[src/sv/qfs_pkg.sv]
// Shared types and character codes for the quoted field splitter.
package qfs_pkg;

  // Request arriving on the input channel: one byte of text, or an end-of-input mark
  typedef struct packed {
    logic [7:0] char_in;
    logic       at_end;
  } in_item_t;

  // Request leaving on the output channel: one token mark or field byte
  typedef struct packed {
    logic [1:0] kind;
    logic [7:0] value;
    logic       last;
  } out_item_t;

  // Result kinds
  localparam logic [1:0] KIND_BYTE = 2'd0;
  localparam logic [1:0] KIND_FEND = 2'd1;
  localparam logic [1:0] KIND_LEND = 2'd2;
  localparam logic [1:0] KIND_EOI  = 2'd3;

  // Open quote codes
  localparam logic [1:0] QUOTE_NONE   = 2'd0;
  localparam logic [1:0] QUOTE_SINGLE = 2'd1;
  localparam logic [1:0] QUOTE_DOUBLE = 2'd2;

  // Character codes
  localparam logic [7:0] CHAR_HASH   = 8'h23;
  localparam logic [7:0] CHAR_BSLASH = 8'h5C;
  localparam logic [7:0] CHAR_SQUOTE = 8'h27;
  localparam logic [7:0] CHAR_DQUOTE = 8'h22;
  localparam logic [7:0] CHAR_ZERO   = 8'h30;
  localparam logic [7:0] CHAR_SEVEN  = 8'h37;
  localparam logic [7:0] CHAR_SPACE  = 8'h20;
  localparam logic [7:0] CHAR_TAB    = 8'h09;
  localparam logic [7:0] CHAR_NL     = 8'h0A;
  localparam logic [7:0] CHAR_LC_B   = 8'h62;
  localparam logic [7:0] CHAR_LC_F   = 8'h66;
  localparam logic [7:0] CHAR_LC_N   = 8'h6E;
  localparam logic [7:0] CHAR_LC_R   = 8'h72;
  localparam logic [7:0] CHAR_LC_T   = 8'h74;
  localparam logic [7:0] CHAR_LC_V   = 8'h76;

  // Control codes produced by letter escapes
  localparam logic [7:0] CODE_BS = 8'h08;
  localparam logic [7:0] CODE_FF = 8'h0C;
  localparam logic [7:0] CODE_LF = 8'h0A;
  localparam logic [7:0] CODE_CR = 8'h0D;
  localparam logic [7:0] CODE_HT = 8'h09;
  localparam logic [7:0] CODE_VT = 8'h0B;

endpackage

[src/sv/quoted_field_splitter.sv]
// The results of a taken request are written into the result queue and offered from there.
// Throughput: one input request per cycle while the eight-entry result queue has room
// for four more results; results leave at one per cycle while not stalled, so a byte giving
// several results holds the input back once the queue fills. The output rate sets the sustained rate.
// Reset (asynchronous, active low) returns the tokenizer to line start and empties
// the result queue at once; no clearing pass is needed.
module quoted_field_splitter (
  input  logic                clk_i,
  input  logic                rst_ni,
  input  logic                in_valid_i,
  output logic                in_stall_o,
  input  qfs_pkg::in_item_t   in_req_i,
  output logic                out_valid_o,
  input  logic                out_stall_i,
  output qfs_pkg::out_item_t  out_req_o
);
  import qfs_pkg::*;

  localparam int unsigned QueueDepth = 8;
  localparam int unsigned PtrW       = $clog2(QueueDepth);
  localparam int unsigned MaxRes     = 4;

  typedef enum logic [2:0] {
    MODE_LINE    = 3'd0,
    MODE_COMMENT = 3'd1,
    MODE_GAP     = 3'd2,
    MODE_FIELD   = 3'd3,
    MODE_ESC     = 3'd4,
    MODE_OCT     = 3'd5
  } mode_e;

  // Outcome of one byte handled in field context
  typedef struct packed {
    logic [1:0] cnt;
    logic [1:0] k0;
    logic [1:0] k1;
    logic [7:0] v0;
    mode_e      mode;
    logic [1:0] oq;
  } fc_t;

  function automatic fc_t field_char(input logic [7:0] c, input logic [1:0] oq);
    fc_t        r;
    logic [1:0] q;
    q = (c == CHAR_SQUOTE) ? QUOTE_SINGLE :
        (c == CHAR_DQUOTE) ? QUOTE_DOUBLE : QUOTE_NONE;
    r.cnt  = 2'd0;
    r.k0   = KIND_BYTE;
    r.k1   = KIND_BYTE;
    r.v0   = 8'h00;
    r.mode = MODE_FIELD;
    r.oq   = oq;
    if (c == CHAR_NL) begin
      r.cnt  = 2'd2;
      r.k0   = KIND_FEND;
      r.k1   = KIND_LEND;
      r.mode = MODE_LINE;
    end else if ((c == CHAR_SPACE || c == CHAR_TAB) && oq == QUOTE_NONE) begin
      r.cnt  = 2'd1;
      r.k0   = KIND_FEND;
      r.mode = MODE_GAP;
    end else if (c == CHAR_BSLASH) begin
      r.mode = MODE_ESC;
    end else if (q != QUOTE_NONE && oq == QUOTE_NONE) begin
      r.oq = q;
    end else if (q != QUOTE_NONE && oq == q) begin
      r.oq = QUOTE_NONE;
    end else begin
      r.cnt = 2'd1;
      r.v0  = c;
    end
    return r;
  endfunction

  // Tokenizer state
  mode_e      mode_q, mode_d;
  logic [1:0] oq_q, oq_d;
  logic [7:0] ov_q, ov_d;
  logic [1:0] od_q, od_d;

  // Result queue
  out_item_t         queue_q [QueueDepth];
  logic [PtrW-1:0]   wp_q, wp_d, rp_q, rp_d;
  logic [PtrW:0]     count_q, count_d;

  logic              accept, pop;
  logic [7:0]        c;
  logic              pre_en, fc_en, do_gap;
  logic [1:0]        pre_kind, fc_oq;
  logic [7:0]        pre_val;
  logic [7:0]        ov_next;
  logic [1:0]        od_next;
  fc_t               fc;
  logic [1:0]        res_kind [MaxRes];
  logic [7:0]        res_val  [MaxRes];
  logic [2:0]        n_res;

  assign accept = in_valid_i && !in_stall_o;
  assign pop    = out_valid_o && !out_stall_i;
  assign c      = in_req_i.char_in;

  // Room for a worst-case burst of four results
  assign in_stall_o  = count_q > (PtrW+1)'(QueueDepth - MaxRes);
  assign out_valid_o = count_q != '0;
  assign out_req_o   = queue_q[rp_q];

  // Per-byte decode: an optional leading result, then the field handler
  always_comb begin
    mode_d   = mode_q;
    oq_d     = oq_q;
    ov_d     = ov_q;
    od_d     = od_q;
    pre_en   = 1'b0;
    pre_kind = KIND_BYTE;
    pre_val  = 8'h00;
    fc_en    = 1'b0;
    fc_oq    = oq_q;
    fc       = '0;
    do_gap   = 1'b0;
    ov_next  = {ov_q[4:0], 3'b000} + {5'b0, c[2:0]};
    od_next  = od_q + 2'd1;
    n_res    = 3'd0;
    for (int i = 0; i < MaxRes; i++) begin
      res_kind[i] = KIND_BYTE;
      res_val[i]  = 8'h00;
    end

    if (in_req_i.at_end) begin
      // End of input flushes whatever is open, then resets the state
      if (mode_q == MODE_ESC) begin
        res_val[n_res[1:0]] = CHAR_BSLASH;
        n_res = n_res + 3'd1;
      end
      if (mode_q == MODE_OCT) begin
        res_val[n_res[1:0]] = ov_q;
        n_res = n_res + 3'd1;
      end
      if (mode_q == MODE_FIELD || mode_q == MODE_ESC || mode_q == MODE_OCT) begin
        res_kind[n_res[1:0]] = KIND_FEND;
        n_res = n_res + 3'd1;
      end
      if (mode_q == MODE_GAP || mode_q == MODE_FIELD || mode_q == MODE_ESC ||
          mode_q == MODE_OCT) begin
        res_kind[n_res[1:0]] = KIND_LEND;
        n_res = n_res + 3'd1;
      end
      res_kind[n_res[1:0]] = KIND_EOI;
      n_res = n_res + 3'd1;
      mode_d = MODE_LINE;
      oq_d   = QUOTE_NONE;
      ov_d   = 8'h00;
      od_d   = 2'd0;
    end else begin
      case (mode_q)
        MODE_COMMENT: begin
          if (c == CHAR_NL) mode_d = MODE_LINE;
        end
        MODE_GAP: begin
          do_gap = 1'b1;
        end
        MODE_FIELD: begin
          fc_en = 1'b1;
        end
        MODE_ESC: begin
          mode_d = MODE_FIELD;
          case (c) inside
            CHAR_LC_B: begin pre_en = 1'b1; pre_val = CODE_BS; end
            CHAR_LC_F: begin pre_en = 1'b1; pre_val = CODE_FF; end
            CHAR_LC_N: begin pre_en = 1'b1; pre_val = CODE_LF; end
            CHAR_LC_R: begin pre_en = 1'b1; pre_val = CODE_CR; end
            CHAR_LC_T: begin pre_en = 1'b1; pre_val = CODE_HT; end
            CHAR_LC_V: begin pre_en = 1'b1; pre_val = CODE_VT; end
            CHAR_SQUOTE, CHAR_DQUOTE, CHAR_HASH, CHAR_SPACE, CHAR_TAB,
            CHAR_BSLASH: begin
              pre_en  = 1'b1;
              pre_val = c;
            end
            CHAR_NL: begin
              // line continuation: nothing produced
            end
            [CHAR_ZERO:CHAR_SEVEN]: begin
              ov_d   = {5'b0, c[2:0]};
              od_d   = 2'd1;
              mode_d = MODE_OCT;
            end
            default: begin
              // unknown escape keeps the backslash
              pre_en  = 1'b1;
              pre_val = CHAR_BSLASH;
              fc_en   = 1'b1;
            end
          endcase
        end
        MODE_OCT: begin
          if (c inside {[CHAR_ZERO:CHAR_SEVEN]}) begin
            if (od_next == 2'd3) begin
              pre_en  = 1'b1;
              pre_val = ov_next;
              ov_d    = 8'h00;
              od_d    = 2'd0;
              mode_d  = MODE_FIELD;
            end else begin
              ov_d = ov_next;
              od_d = od_next;
            end
          end else begin
            pre_en  = 1'b1;
            pre_val = ov_q;
            ov_d    = 8'h00;
            od_d    = 2'd0;
            mode_d  = MODE_FIELD;
            fc_en   = 1'b1;
          end
        end
        default: begin
          // line start, and any unused code
          if (c == CHAR_HASH) mode_d = MODE_COMMENT;
          else do_gap = 1'b1;
        end
      endcase

      // Between fields: blanks skipped, newline ends the line, else a field opens
      if (do_gap) begin
        if (c == CHAR_NL) begin
          pre_en   = 1'b1;
          pre_kind = KIND_LEND;
          mode_d   = MODE_LINE;
        end else if (c != CHAR_SPACE && c != CHAR_TAB) begin
          fc_oq = QUOTE_NONE;
          fc_en = 1'b1;
        end
      end

      fc = field_char(c, fc_oq);
      if (fc_en) begin
        mode_d = fc.mode;
        oq_d   = fc.oq;
      end

      // Assemble the result list
      if (pre_en) begin
        res_kind[0] = pre_kind;
        res_val[0]  = pre_val;
        n_res       = 3'd1;
      end
      if (fc_en && fc.cnt != 2'd0) begin
        res_kind[n_res[1:0]] = fc.k0;
        res_val[n_res[1:0]]  = fc.v0;
        n_res = n_res + 3'd1;
      end
      if (fc_en && fc.cnt == 2'd2) begin
        res_kind[n_res[1:0]] = fc.k1;
        n_res = n_res + 3'd1;
      end
    end
  end

  // Pointer and fill-level update
  always_comb begin
    wp_d    = wp_q;
    rp_d    = rp_q;
    count_d = count_q;
    if (accept) begin
      wp_d    = wp_q + PtrW'(n_res);
      count_d = count_d + (PtrW+1)'(n_res);
    end
    if (pop) begin
      rp_d    = rp_q + PtrW'(1);
      count_d = count_d - (PtrW+1)'(1);
    end
  end

  // State and control registers
  always_ff @(posedge clk_i or negedge rst_ni) begin
    if (!rst_ni) begin
      mode_q  <= MODE_LINE;
      oq_q    <= QUOTE_NONE;
      ov_q    <= 8'h00;
      od_q    <= 2'd0;
      wp_q    <= '0;
      rp_q    <= '0;
      count_q <= '0;
    end else begin
      if (accept) begin
        mode_q <= mode_d;
        oq_q   <= oq_d;
        ov_q   <= ov_d;
        od_q   <= od_d;
      end
      wp_q    <= wp_d;
      rp_q    <= rp_d;
      count_q <= count_d;
    end
  end

  // Queue storage: write the burst of results at consecutive slots
  always_ff @(posedge clk_i) begin
    if (accept) begin
      for (int i = 0; i < MaxRes; i++) begin
        if (3'(i) < n_res) begin
          queue_q[wp_q + PtrW'(i)] <= '{kind:  res_kind[i],
                                        value: res_val[i],
                                        last:  (3'(i) == n_res - 3'd1)};
        end
      end
    end
  end

endmodule

[config.mk]
export PLATFORM = sky130hd
export DESIGN_NAME = quoted_field_splitter
export DESIGN_NICKNAME = d
export VERILOG_FILES = /design/src/sv/qfs_pkg.sv /design/src/sv/quoted_field_splitter.sv
export SDC_FILE = /design/constraint.sdc
export NUM_CORES = 1
export LEC_CHECK = 0
export BUFFER_PORTS_ARGS = -buffer_cell sky130_fd_sc_hd__clkbuf_2
export CAP_MARGIN = 5
export CORE_MARGIN = 4
export CORE_UTILIZATION = 30
export DETAILED_ROUTE_END_ITERATION = 10
export PLACE_DENSITY = 0.46
export SLEW_MARGIN = 40
export SYNTH_ARGS = -nofsm -noshare
export SYNTH_HDL_FRONTEND = slang
export SYNTH_SLANG_ARGS = --single-unit
[constraint.sdc]
create_clock -name clk_i -period 11.1 [get_ports clk_i]
set_clock_uncertainty 0.15 [all_clocks]
set_input_delay 1.665 -clock clk_i [delete_from_list [all_inputs] [get_ports clk_i]]
set_output_delay 1.665 -clock clk_i [all_outputs]
set_load 0.01 [all_outputs]
==> results.py <==
metrics = {
    "timing": {
        "period_minus_slack_ns": 7.17,
        "finalSetupTns_ns": 0,
        "hold_viol": 0,
        "setup_viol": 0,
        "period_share": 0.646,
        "slew_violations": 0,
        "final_critical_path_setup_slack_ns": 3.93,
        "max_slew_margin": 0.420,
        "hold_ws_ns": 0.368,
        "fmax_ghz": 0.139,
        "grt_setup_unrepaired": "no",
        "tightest_slew_ns": 0.868,
    },
    "yosys": {
        "yosysSeqAreaShare": 0.381,
        "synth-edff-count": 88,
        "avgSynthCellArea_um2": 9.63,
        "syn_inst": 891,
        "ys.flop_type": "edfxtp_1",
        "synthesis.nets": 925,
        "synth_common_cells": "nor2_1, edfxtp_1, nand2_1",
        "synthArstFlopShare": 0.221,
        "synth_area_leaders": "edfxtp_1, dfrtp_1, mux4_2",
        "yosysMostFrequentCell": "nor2_1",
        "synth_largest_area_cell": "edfxtp_1",
        "synth_top_area_share": 0.308,
        "yosys_warnings": 0,
        "synth_cell_types": 95,
        "yosys_register_bits": 113,
        "netlist_area_mm2": 0.00858,
    },
    "route": {
        "drtAntennaViolNets": 0,
        "wl_per_cell_um": 21.8,
        "vias": 7209,
        "routed_wl_mm": 27.6,
        "drt_pass1_iterations": 9,
        "drc_errors": 0,
        "vias_per_cell": 5.69,
        "drt-initial-drc-count": 701,
    },
    "hold_path": {
        "min_delay_path_depth": 2,
        "hp-class": "reg2reg",
    },
    "critical_path": {
        "worst-path-buf-inv": 2,
        "cp_slowest_stage_delay_ns": 0.68,
        "crit_cells": 21,
        "r2r_cells": 21,
        "critPathTopFamily": "compound AO/OA/AOI/OAI gates",
        "critPathSlowestCell": "dfrtp_1",
        "r2r_start": "mode_q[2]",
        "rrSetupSlack_ns": 3.93,
        "critPathKind": "reg2reg",
        "startpoint": "mode_q[2]",
        "cp.arrival_ns": 7.33,
        "path_cells": "nand2b_1, nor2_4, inv_1, ha_1, a21oi_1, a21boi_0, a21oi_1, or2_0, nand2_1, ha_1, nand3_1, a211oi_1, a211o_1, clkinv_1, ha_1, fa_1, xnor2_1, nor2_1, a21oi_1, nand4_1, xor2_1",
        "required_ns": 11.26,
        "critPathLaunchType": "register",
        "end_kind": "register",
        "cp_max_fo": 17,
        "r2r-end": "count_q[3]",
        "endpoint": "count_q[3]",
    },
    "placed_design": {
        "place_congestion": 0.911,
        "io_buffers": 25,
        "dp_cells": 1233,
        "pre_cts_ws_ns": 3.54,
        "dp_hpwl_mm": 20.6,
    },
    "clock_network": {
        "ctsRootBufferMaster": "clkbuf_16",
        "cts_tree": "done",
        "cts_buffer_depth": 2,
        "path_clk_slew_ns": 0.07,
        "htree_levels": 4,
        "cts_resized": 0,
        "cts_hold_buf": 0,
        "cts_sinks": 113,
        "post_cts_buffers": 0,
        "numCtsBuffers": 17,
        "clock_latency_ns": 0.43,
    },
    "pwr": {
        "peakVddDrop_mv": 0.0879,
        "p_leak_nw": 3.48,
        "powerDensity_mw_per_mm2": 220,
    },
    "floorplan": {
        "die_area_mm2": 0.0314,
        "ioPinCount": 26,
        "rows": 61,
        "die_y_um": 177,
        "start_util": 0.306,
        "die_w_um": 177,
        "core_mm2": 0.0280,
    },
    "layout": {
        "fin_nets": 910,
        "drive_above_1_share": 0.172,
        "stdcell_count": 1267,
        "diodes": 0,
        "n_fill_cell": 2875,
        "area_growth_pct": 12.2,
    },
    "grt": {
        "overflow": 0,
        "grt_use_total": 0.178,
        "antenna_found_initial": 0,
        "grt_pass1_vias": 6816,
        "grt_max_degree": 34,
        "grt_first_pass_wirelength_mm": 42.9,
    },
    "status": {
        "status": "finished clean",
    },
    "job": {
        "drv_cap": 0,
    },
}
-- state kept, by name, summed over array words and instances, names as in the netlist --
signal,cells
mode_q,3
wp_q,3
od_q,2
queue_q,88
count_q,4
ov_q,8
rp_q,3
oq_q,2
-- power by group --
group	internal (mW)	switching [mW]	total, mW
combinational	0.341	0.512	0.853
clock	0.403	0.224	0.627
sequential	0.548	0.0877	0.635
total	1.29	0.824	2.12
-- cells in the final DEF (no fill, tap or decap), types with 10 or more instances in the layout --
cell / count
a211oi_1: 61
xor2_1: 10
ha_1: 19
or2_2: 11
nand2_1: 76
clkbuf_2: 24
nand3_1: 29
a21oi_1: 60
o21ai_0: 33
and3_1: 13
edfxtp_1: 88
dfrtp_1: 24
inv_1: 20
mux2_2: 12
clkbuf_16: 17
nor2_1: 107
mux2i_1: 28
nor3_1: 15
mux4_2: 22
-- worst min-delay path, stage by stage (launching register included) --
cell and delay, ns:
dfrtp_1 0.37, nand2_1 0.05, o21ai_0 0.06
-- metal layers --
metal  track usage  wire length, um  vias up
met5             0                0        -
met4        0.0438              413        0
met3        0.0350             1660       30
met2         0.280            12700      256
met1         0.252            12900     3536
li1              -                -     3387
-- cell type report --
class                   count  area, um^2  area share
repair buffers             33         180      0.0187
inverters                  23        88.8     0.00922
flip-flops and latches    113        3270       0.339
clock buffers              18         429      0.0446
clock inverters            14         225      0.0234
multi-input cells         688        4960       0.516
well taps                 378         473      0.0491
-- stage by stage --
| step | utilization | cell area (um^2) | power, mW |
|---|---|---|---|
| 2_1_floorplan | - | 8580 | 1.25 |
| 3_5_place_dp | 0.319 | 8950 | 1.49 |
| 6_report | 0.344 | 9630 | 2.12 |
| 5_1_grt | 0.344 | 9630 | 2.25 |
| 4_1_cts | 0.343 | 9600 | 2.12 |
| 3_3_place_gp | 0.318 | 8890 | 1.49 |
-- worst min path at each step --
stage                       start       to  slack, ns
after floorplan           ov_q[5]  ov_q[5]       0.32
after global placement    ov_q[7]  ov_q[7]       0.35
after detailed placement  ov_q[7]  ov_q[7]       0.35
after CTS                 ov_q[7]  ov_q[7]       0.37
after global routing      ov_q[7]  ov_q[7]       0.41
final                     ov_q[7]  ov_q[7]       0.37
-- cells by family (layout without fill, tap and decap cells) --
logic type | count (synthesis) | after routing | synth area share
AOI/OAI and AO/OA | 276 | 276 | 0.236
xor gates and xnor gates | 16 | 16 | 0.0163
adders and majority gates | 21 | 21 | 0.0324
buffers and inverters | 90 | 88 | 0.0493
DFF | 113 | 113 | 0.381
muxes | 62 | 62 | 0.106
and+or+nand+nor | 313 | 313 | 0.179
(Power assumes the default switching activity.)
